## config.mk

```make
export PLATFORM = sky130hd
export DESIGN_NAME = rndset_ctrl
export DESIGN_NICKNAME = d
export VERILOG_FILES = /design/src/hw/rtl/rndset_pkg.sv /design/src/hw/rtl/rndset_ctrl.sv
export SDC_FILE = /design/constraint.sdc
export NUM_CORES = 1
export LEC_CHECK = 0
export ABC_CLOCK_PERIOD_IN_PS = 1480
export BUFFER_PORTS_ARGS = -buffer_cell sky130_fd_sc_hd__buf_2
export CORE_MARGIN = 2
export CORE_UTILIZATION = 41
export DETAILED_ROUTE_END_ITERATION = 12
export GPL_TIMING_DRIVEN = 0
export PLACE_DENSITY = 0.74
export RECOVER_POWER = 50
export SETUP_SLACK_MARGIN = 0.3
export SLEW_MARGIN = 30
export SYNTH_ARGS = -nofsm -noshare
export SYNTH_HDL_FRONTEND = slang
export SYNTH_SLANG_ARGS = --single-unit
```

## constraint.sdc

```tcl
create_clock -name clk -period 1.48 [get_ports clk]
set_input_delay 0.148 -clock clk [delete_from_list [all_inputs] [get_ports clk]]
set_output_delay 0.148 -clock clk [all_outputs]
set_load 0.01 [all_outputs]
```

## src/hw/rtl/rndset_pkg.sv

```systemverilog
`default_nettype none

package rndset_pkg;

	localparam int CAPACITY = 256;
	localparam int IDX_W    = $clog2(CAPACITY);
	localparam int CNT_W    = $clog2(CAPACITY + 1);
	localparam int RSP_CNT_W = 9;

	localparam logic [31:0] LFSR_MASK = 32'h8020_0003;

	localparam logic [1:0] REQ_INSERT = 2'd0;
	localparam logic [1:0] REQ_REMOVE = 2'd1;
	localparam logic [1:0] REQ_SAMPLE = 2'd2;

	typedef struct packed {
		logic [1:0]         req_type;
		logic signed [31:0] value;
	} req_t;

	typedef struct packed {
		logic                 success;
		logic signed [31:0]   sample_value;
		logic [RSP_CNT_W-1:0] element_count;
	} rsp_t;

	typedef enum logic [1:0] {
		RD_SRCH,
		RD_LAST,
		RD_SMP
	} rd_sel_t;

	typedef enum logic {
		WR_APPEND,
		WR_MOVE
	} wr_sel_t;

	typedef struct packed {
		logic    load_req;
		logic    srch_run;
		logic    rd_en;
		rd_sel_t rd_sel;
		logic    wr_en;
		wr_sel_t wr_sel;
		logic    cnt_inc;
		logic    cnt_dec;
		logic    lfsr_adv;
		logic    mul_en;
		logic    res_load;
		logic    res_ok;
		logic    res_sample;
	} cmd_t;

	typedef struct packed {
		logic cnt_zero;
		logic cnt_full;
		logic srch_done;
		logic srch_hit;
		logic out_free;
	} sts_t;

	function automatic logic [31:0] lfsr_next(input logic [31:0] s);
		logic [31:0] n;
		n = {1'b0, s[31:1]};
		if (s[0]) begin
			n = n ^ LFSR_MASK;
		end
		return n;
	endfunction

endpackage

`default_nettype wire

```

## src/hw/rtl/rndset_ctrl.sv

```systemverilog
`default_nettype none

module rndset_ctrl (
	input  wire logic              clk,
	input  wire logic              arst_n,
	input  wire logic              req_valid,
	input  wire logic [1:0]        req_type,
	output      logic              req_stall,
	input  wire rndset_pkg::sts_t  sts,
	output      rndset_pkg::cmd_t  cmd
);

	typedef enum logic [3:0] {
		ST_IDLE,
		ST_SEARCH,
		ST_INS_WR,
		ST_MOVE_RD,
		ST_MOVE_WR,
		ST_SMP_STEP,
		ST_SMP_MUL,
		ST_SMP_RD,
		ST_RESP
	} state_t;

	state_t     state_q;
	logic [1:0] op_q;
	logic       ok_q;

	assign req_stall = (state_q != ST_IDLE);

	always_ff @(posedge clk or negedge arst_n) begin
		if (!arst_n) begin
			state_q <= ST_IDLE;
			op_q    <= rndset_pkg::REQ_INSERT;
			ok_q    <= 1'b0;
		end else begin
			unique case (state_q)
				ST_IDLE: begin
					if (req_valid) begin
						op_q <= req_type;
						ok_q <= 1'b0;
						case (req_type)
							rndset_pkg::REQ_INSERT:
								state_q <= sts.cnt_full ? ST_RESP : ST_SEARCH;
							rndset_pkg::REQ_REMOVE:
								state_q <= ST_SEARCH;
							rndset_pkg::REQ_SAMPLE:
								state_q <= sts.cnt_zero ? ST_RESP : ST_SMP_STEP;
							default:
								state_q <= ST_RESP;
						endcase
					end
				end
				ST_SEARCH: begin
					if (sts.srch_done) begin
						if (op_q == rndset_pkg::REQ_INSERT) begin
							state_q <= sts.srch_hit ? ST_RESP : ST_INS_WR;
						end else begin
							state_q <= sts.srch_hit ? ST_MOVE_RD : ST_RESP;
						end
					end
				end
				ST_INS_WR: begin
					ok_q    <= 1'b1;
					state_q <= ST_RESP;
				end
				ST_MOVE_RD: begin
					state_q <= ST_MOVE_WR;
				end
				ST_MOVE_WR: begin
					ok_q    <= 1'b1;
					state_q <= ST_RESP;
				end
				ST_SMP_STEP: begin
					state_q <= ST_SMP_MUL;
				end
				ST_SMP_MUL: begin
					state_q <= ST_SMP_RD;
				end
				ST_SMP_RD: begin
					ok_q    <= 1'b1;
					state_q <= ST_RESP;
				end
				ST_RESP: begin
					if (sts.out_free) begin
						state_q <= ST_IDLE;
					end
				end
				default: begin
					state_q <= ST_IDLE;
				end
			endcase
		end
	end

	always_comb begin
		cmd            = '0;
		cmd.rd_sel     = rndset_pkg::RD_SRCH;
		cmd.wr_sel     = rndset_pkg::WR_APPEND;
		cmd.res_ok     = ok_q;
		cmd.res_sample = ok_q && (op_q == rndset_pkg::REQ_SAMPLE);
		unique case (state_q)
			ST_IDLE: begin
				cmd.load_req = req_valid;
			end
			ST_SEARCH: begin
				cmd.srch_run = 1'b1;
				cmd.rd_en    = 1'b1;
			end
			ST_INS_WR: begin
				cmd.wr_en   = 1'b1;
				cmd.cnt_inc = 1'b1;
			end
			ST_MOVE_RD: begin
				cmd.rd_en  = 1'b1;
				cmd.rd_sel = rndset_pkg::RD_LAST;
			end
			ST_MOVE_WR: begin
				cmd.wr_en   = 1'b1;
				cmd.wr_sel  = rndset_pkg::WR_MOVE;
				cmd.cnt_dec = 1'b1;
			end
			ST_SMP_STEP: begin
				cmd.lfsr_adv = 1'b1;
			end
			ST_SMP_MUL: begin
				cmd.mul_en = 1'b1;
			end
			ST_SMP_RD: begin
				cmd.rd_en  = 1'b1;
				cmd.rd_sel = rndset_pkg::RD_SMP;
			end
			ST_RESP: begin
				cmd.res_load = sts.out_free;
			end
			default: begin
				cmd.load_req = 1'b0;
			end
		endcase
	end

endmodule

`default_nettype wire

```

==> flow_summary.rst <==
.. list-table::
   :header-rows: 1

   * - Metric
     - Value
   * - Fraction of power consumed by sequential logic
     - 0.169
   * - Crit path time final
     - 1.543 ns
   * - Leakage
     - 0.5738 nW
   * - HPWL Detailed
     - 1.054 mm
   * - Final hold vios
     - 0
   * - Number of max-cap violations
     - 0
   * - Critical path endpoint category
     - primary output
   * - Post-synthesis net count
     - 80
   * - GR Overflow Total
     - 0
   * - Number of distinct library cell variants in the gate-level netlist after synthesis
     - 33
   * - Length of the first detailed-routing pass in iterations
     - 5
   * - Unrepaired setup endpoints after global routing
     - yes
   * - Vias per cell
     - 5.538
   * - Initial antenna violation count
     - 0
   * - Slowest-stage cell, CP
     - sky130_fd_sc_hd__dfrtp_1
   * - Sequential share of the synthesized area
     - 0.3017
   * - Via count of the first global-routing pass
     - 657
   * - Proportion of layout cells with a drive suffix above 1
     - 0.6838
   * - Remaining antenna violation count after routing
     - 0
   * - Core box area
     - 0.001318 mm^2
   * - Maximum clock frequency
     - 648.0 MHz
   * - Cells after DPL
     - 108
   * - Die width
     - 41.63 um
   * - Outcome
     - finished with violations
   * - Via count
     - 731
   * - Most frequent cells in the layout
     - 20 x sky130_fd_sc_hd__buf_2, 16 x sky130_fd_sc_hd__buf_4, 8 x sky130_fd_sc_hd__buf_6, 8 x sky130_fd_sc_hd__nor2_1, 6 x sky130_fd_sc_hd__dfrtp_1
   * - Slowest stage delay, CP
     - 0.38 ns
   * - DRC violation count after routing
     - 0
   * - Post-synthesis register bit count
     - 7
   * - Peak supply drop
     - 1.163 mV
   * - Final instance area
     - 0.001109 mm^2
   * - Clk_skew
     - 0.002923 ns
   * - Violated checks
     - setup timing
   * - Detailed-route wire length
     - 2.337 mm
   * - Wire per inst
     - 17.70 um
   * - Data arrival time of the critical path
     - 1.40 ns
   * - Final sum of negative setup slack
     - -0.3937 ns
   * - Max-Slew Margin vs Limit
     - 0.7214
   * - Hold Crit Class
     - in -> reg
   * - Placer Congestion
     - 0.7994
   * - Clk root buf
     - sky130_fd_sc_hd__clkbuf_4
   * - Share of total power consumed by net switching
     - 0.4070
   * - Cell Int Power
     - 0.001139 W
   * - Ordered cell list for the critical path
     - buf_6 > nor4_4 > inv_1 > buf_2
   * - Largest cells by area after synthesis
     - sky130_fd_sc_hd__dfrtp_1 30%, sky130_fd_sc_hd__nor2_1 7.1%, sky130_fd_sc_hd__buf_6 3.9%
   * - Clock network latency to the later pin of the worst-skew pair
     - 0.26 ns
   * - Full die area
     - 0.001733 mm^2
   * - Number of warnings printed during yosys synthesis
     - 0
   * - Pin count of the biggest net entering global routing
     - 10
   * - Clock power share
     - 0.095
   * - Number of clock buffers inserted by TritonCTS
     - 3
   * - CP Launch Type
     - flop
   * - Clock sink total
     - 7
   * - I/O pin cnt
     - 25
   * - Worst-case setup slack after placement
     - -0.05503 ns
   * - Worst-margin pin slew
     - 0.4179 ns
   * - Dpl cell area
     - 775.7 um^2
   * - Net switching power
     - 0.0007816 W
   * - Count of final max-slew check failures
     - 0
   * - Number of H-tree levels
     - 1
   * - Mapped cell area
     - 580.6 um^2
   * - Period utilisation layout
     - 1.043
   * - Combinational Power Share
     - 0.736
   * - Starting DRC count in detailed routing
     - 23
   * - Area Growth Syn to Fin
     - 90.95%
   * - PD cells
     - 1732 mW/mm^2
   * - Row count
     - 13
   * - Most common cell after layout, fill and taps aside
     - sky130_fd_sc_hd__buf_2
   * - Clock slew at the register clock pins of the worst setup and hold paths
     - 0.05 ns
   * - Wire length of the first global-routing pass
     - 3.118 mm
   * - Synth Area per Inst
     - 8.414 um^2
   * - Worst setup path class
     - reg -> out
   * - Area share of the leading cell type in the synthesized netlist
     - 0.3017
   * - Post-route worst setup slack
     - -0.06315 ns
   * - Setup Viol. Count Final
     - 10
   * - # port buffers
     - 24
   * - Worst EP required
     - 1.33 ns
   * - NumNets Final
     - 129
   * - Clock Path Buffers
     - 2
   * - Largest fanout on the critical path
     - 8
   * - Starting density of the core
     - 0.4406
   * - Final Instance Count excl. Fillers
     - 132
   * - Number of antenna cells inserted
     - 0
   * - Cell count after synthesis
     - 69
   * - Clock tree from TritonCTS
     - done
   * - Die height
     - 41.63 um
   * - Library cell with the largest summed area after synthesis
     - sky130_fd_sc_hd__dfrtp_1
   * - Gr usage total
     - 0.2421
[cells in the mapped netlist]
cell type and count:
sky130_fd_sc_hd__nor4_4 1, sky130_fd_sc_hd__nand2b_1 3, sky130_fd_sc_hd__buf_4 2, sky130_fd_sc_hd__a22oi_1 1
sky130_fd_sc_hd__nand2_1 2, sky130_fd_sc_hd__o21a_1 1, sky130_fd_sc_hd__a211o_1 1, sky130_fd_sc_hd__xnor2_1 2
sky130_fd_sc_hd__buf_2 1, sky130_fd_sc_hd__buf_6 2, sky130_fd_sc_hd__dfrtp_1 7, sky130_fd_sc_hd__a2bb2oi_1 2
sky130_fd_sc_hd__ha_1 1, sky130_fd_sc_hd__mux2_1 2, sky130_fd_sc_hd__a21oi_1 4, sky130_fd_sc_hd__nand2_2 1
sky130_fd_sc_hd__o21ai_0 1, sky130_fd_sc_hd__and3b_1 1, sky130_fd_sc_hd__nor2_1 11, sky130_fd_sc_hd__and2b_1 1
sky130_fd_sc_hd__or2_2 1, sky130_fd_sc_hd__and2b_4 1, sky130_fd_sc_hd__nor3b_1 1, sky130_fd_sc_hd__or2b_1 1
sky130_fd_sc_hd__a21o_1 2, sky130_fd_sc_hd__nor2b_1 2, sky130_fd_sc_hd__nor3_1 4, sky130_fd_sc_hd__clkbuf_1 1
sky130_fd_sc_hd__inv_1 4, sky130_fd_sc_hd__o22ai_1 2, sky130_fd_sc_hd__nand3b_1 1, sky130_fd_sc_hd__mux2i_1 1
sky130_fd_sc_hd__nand3_1 1
[through the flow]
stage	utilization	power [W]	hold slack (ns)
floorplan	-	0.0009501	-0.1476
global placement	0.5888	0.001139	-0.01106
detailed placement	0.5888	0.001154	-0.01048
CTS	0.7778	0.001674	0.1036
global route	0.8414	0.002008	0.1167
finish	0.8414	0.001920	0.1221
[registers in the layout (all words and copies together) (netlist names)]
register and count:
ok_q 1, state_q 4, op_q 2
[power groups by stage]
stage	Sequential (W)	Clock, W	Combinational [W]
3_3_place_gp	0.000328	0	0.000811
6_report	0.000324	0.000182	0.00141
5_1_grt	0.000327	0.000197	0.00148
2_1_floorplan	0.000314	0	0.000636
3_5_place_dp	0.000332	0	0.000823
4_1_cts	0.000324	0.000181	0.00117
[repair_timing]
action                     4_1_cts  5_1_grt
buffers inserted                16        3
hold endpoints to repair         7        0
gates resized for setup         19       15
pin swaps                       10        6
hold buffers                     1        0
setup endpoints to repair       20       20
[worst paths after layout]
check | startpoint | to | slack [ns] | depth (start not counted)
worst max-delay path | state_q[1] | req_stall | -0.06 | 4
worst min-delay path | sts[0] | state_q[3] | 0.12 | 2
worst max register to register | state_q[1] | op_q[1] | -0.06 | 5
worst min register to register | ok_q | ok_q | 0.53 | 2
max in group asynchronous | arst_n | state_q[2] | 0.83 | 2
min in group asynchronous | arst_n | state_q[3] | 0.33 | 2
[worst max-delay path: cells and delay by family (launching register included)]
| family | cells | cell delay, ns |
|---|---|---|
| buffers and inverters | 3 | 0.43 |
| and+or+nand+nor | 1 | 0.32 |
| DFF | 1 | 0.38 |
[area by class of cell]
type	count	area [um^2]
buffer	6	66.31
clock buffer	4	26.28
fill	74	209.0
inverter	4	15.01
multi-input combinational	52	495.5
sequential	7	176.4
tap	15	18.77
timing repair buffer	44	310.3
[cell families after synthesis]
group,share of synthesized area
buf+inv,0.1056
fa+ha+maj,0.02155
mux,0.05603
simple gates,0.3233
xor+xnor,0.03018
flops,0.3017
compound gates,0.1616
[routing by layer]
layer  part of all wire  wire length (um)  global-route usage
met1               0.36               846              0.2935
met2               0.54              1254              0.4313
met3              0.062               144             0.02609
met4              0.039                92             0.09677
met5                  0                 0                   0
(Power assumes the default switching activity.)
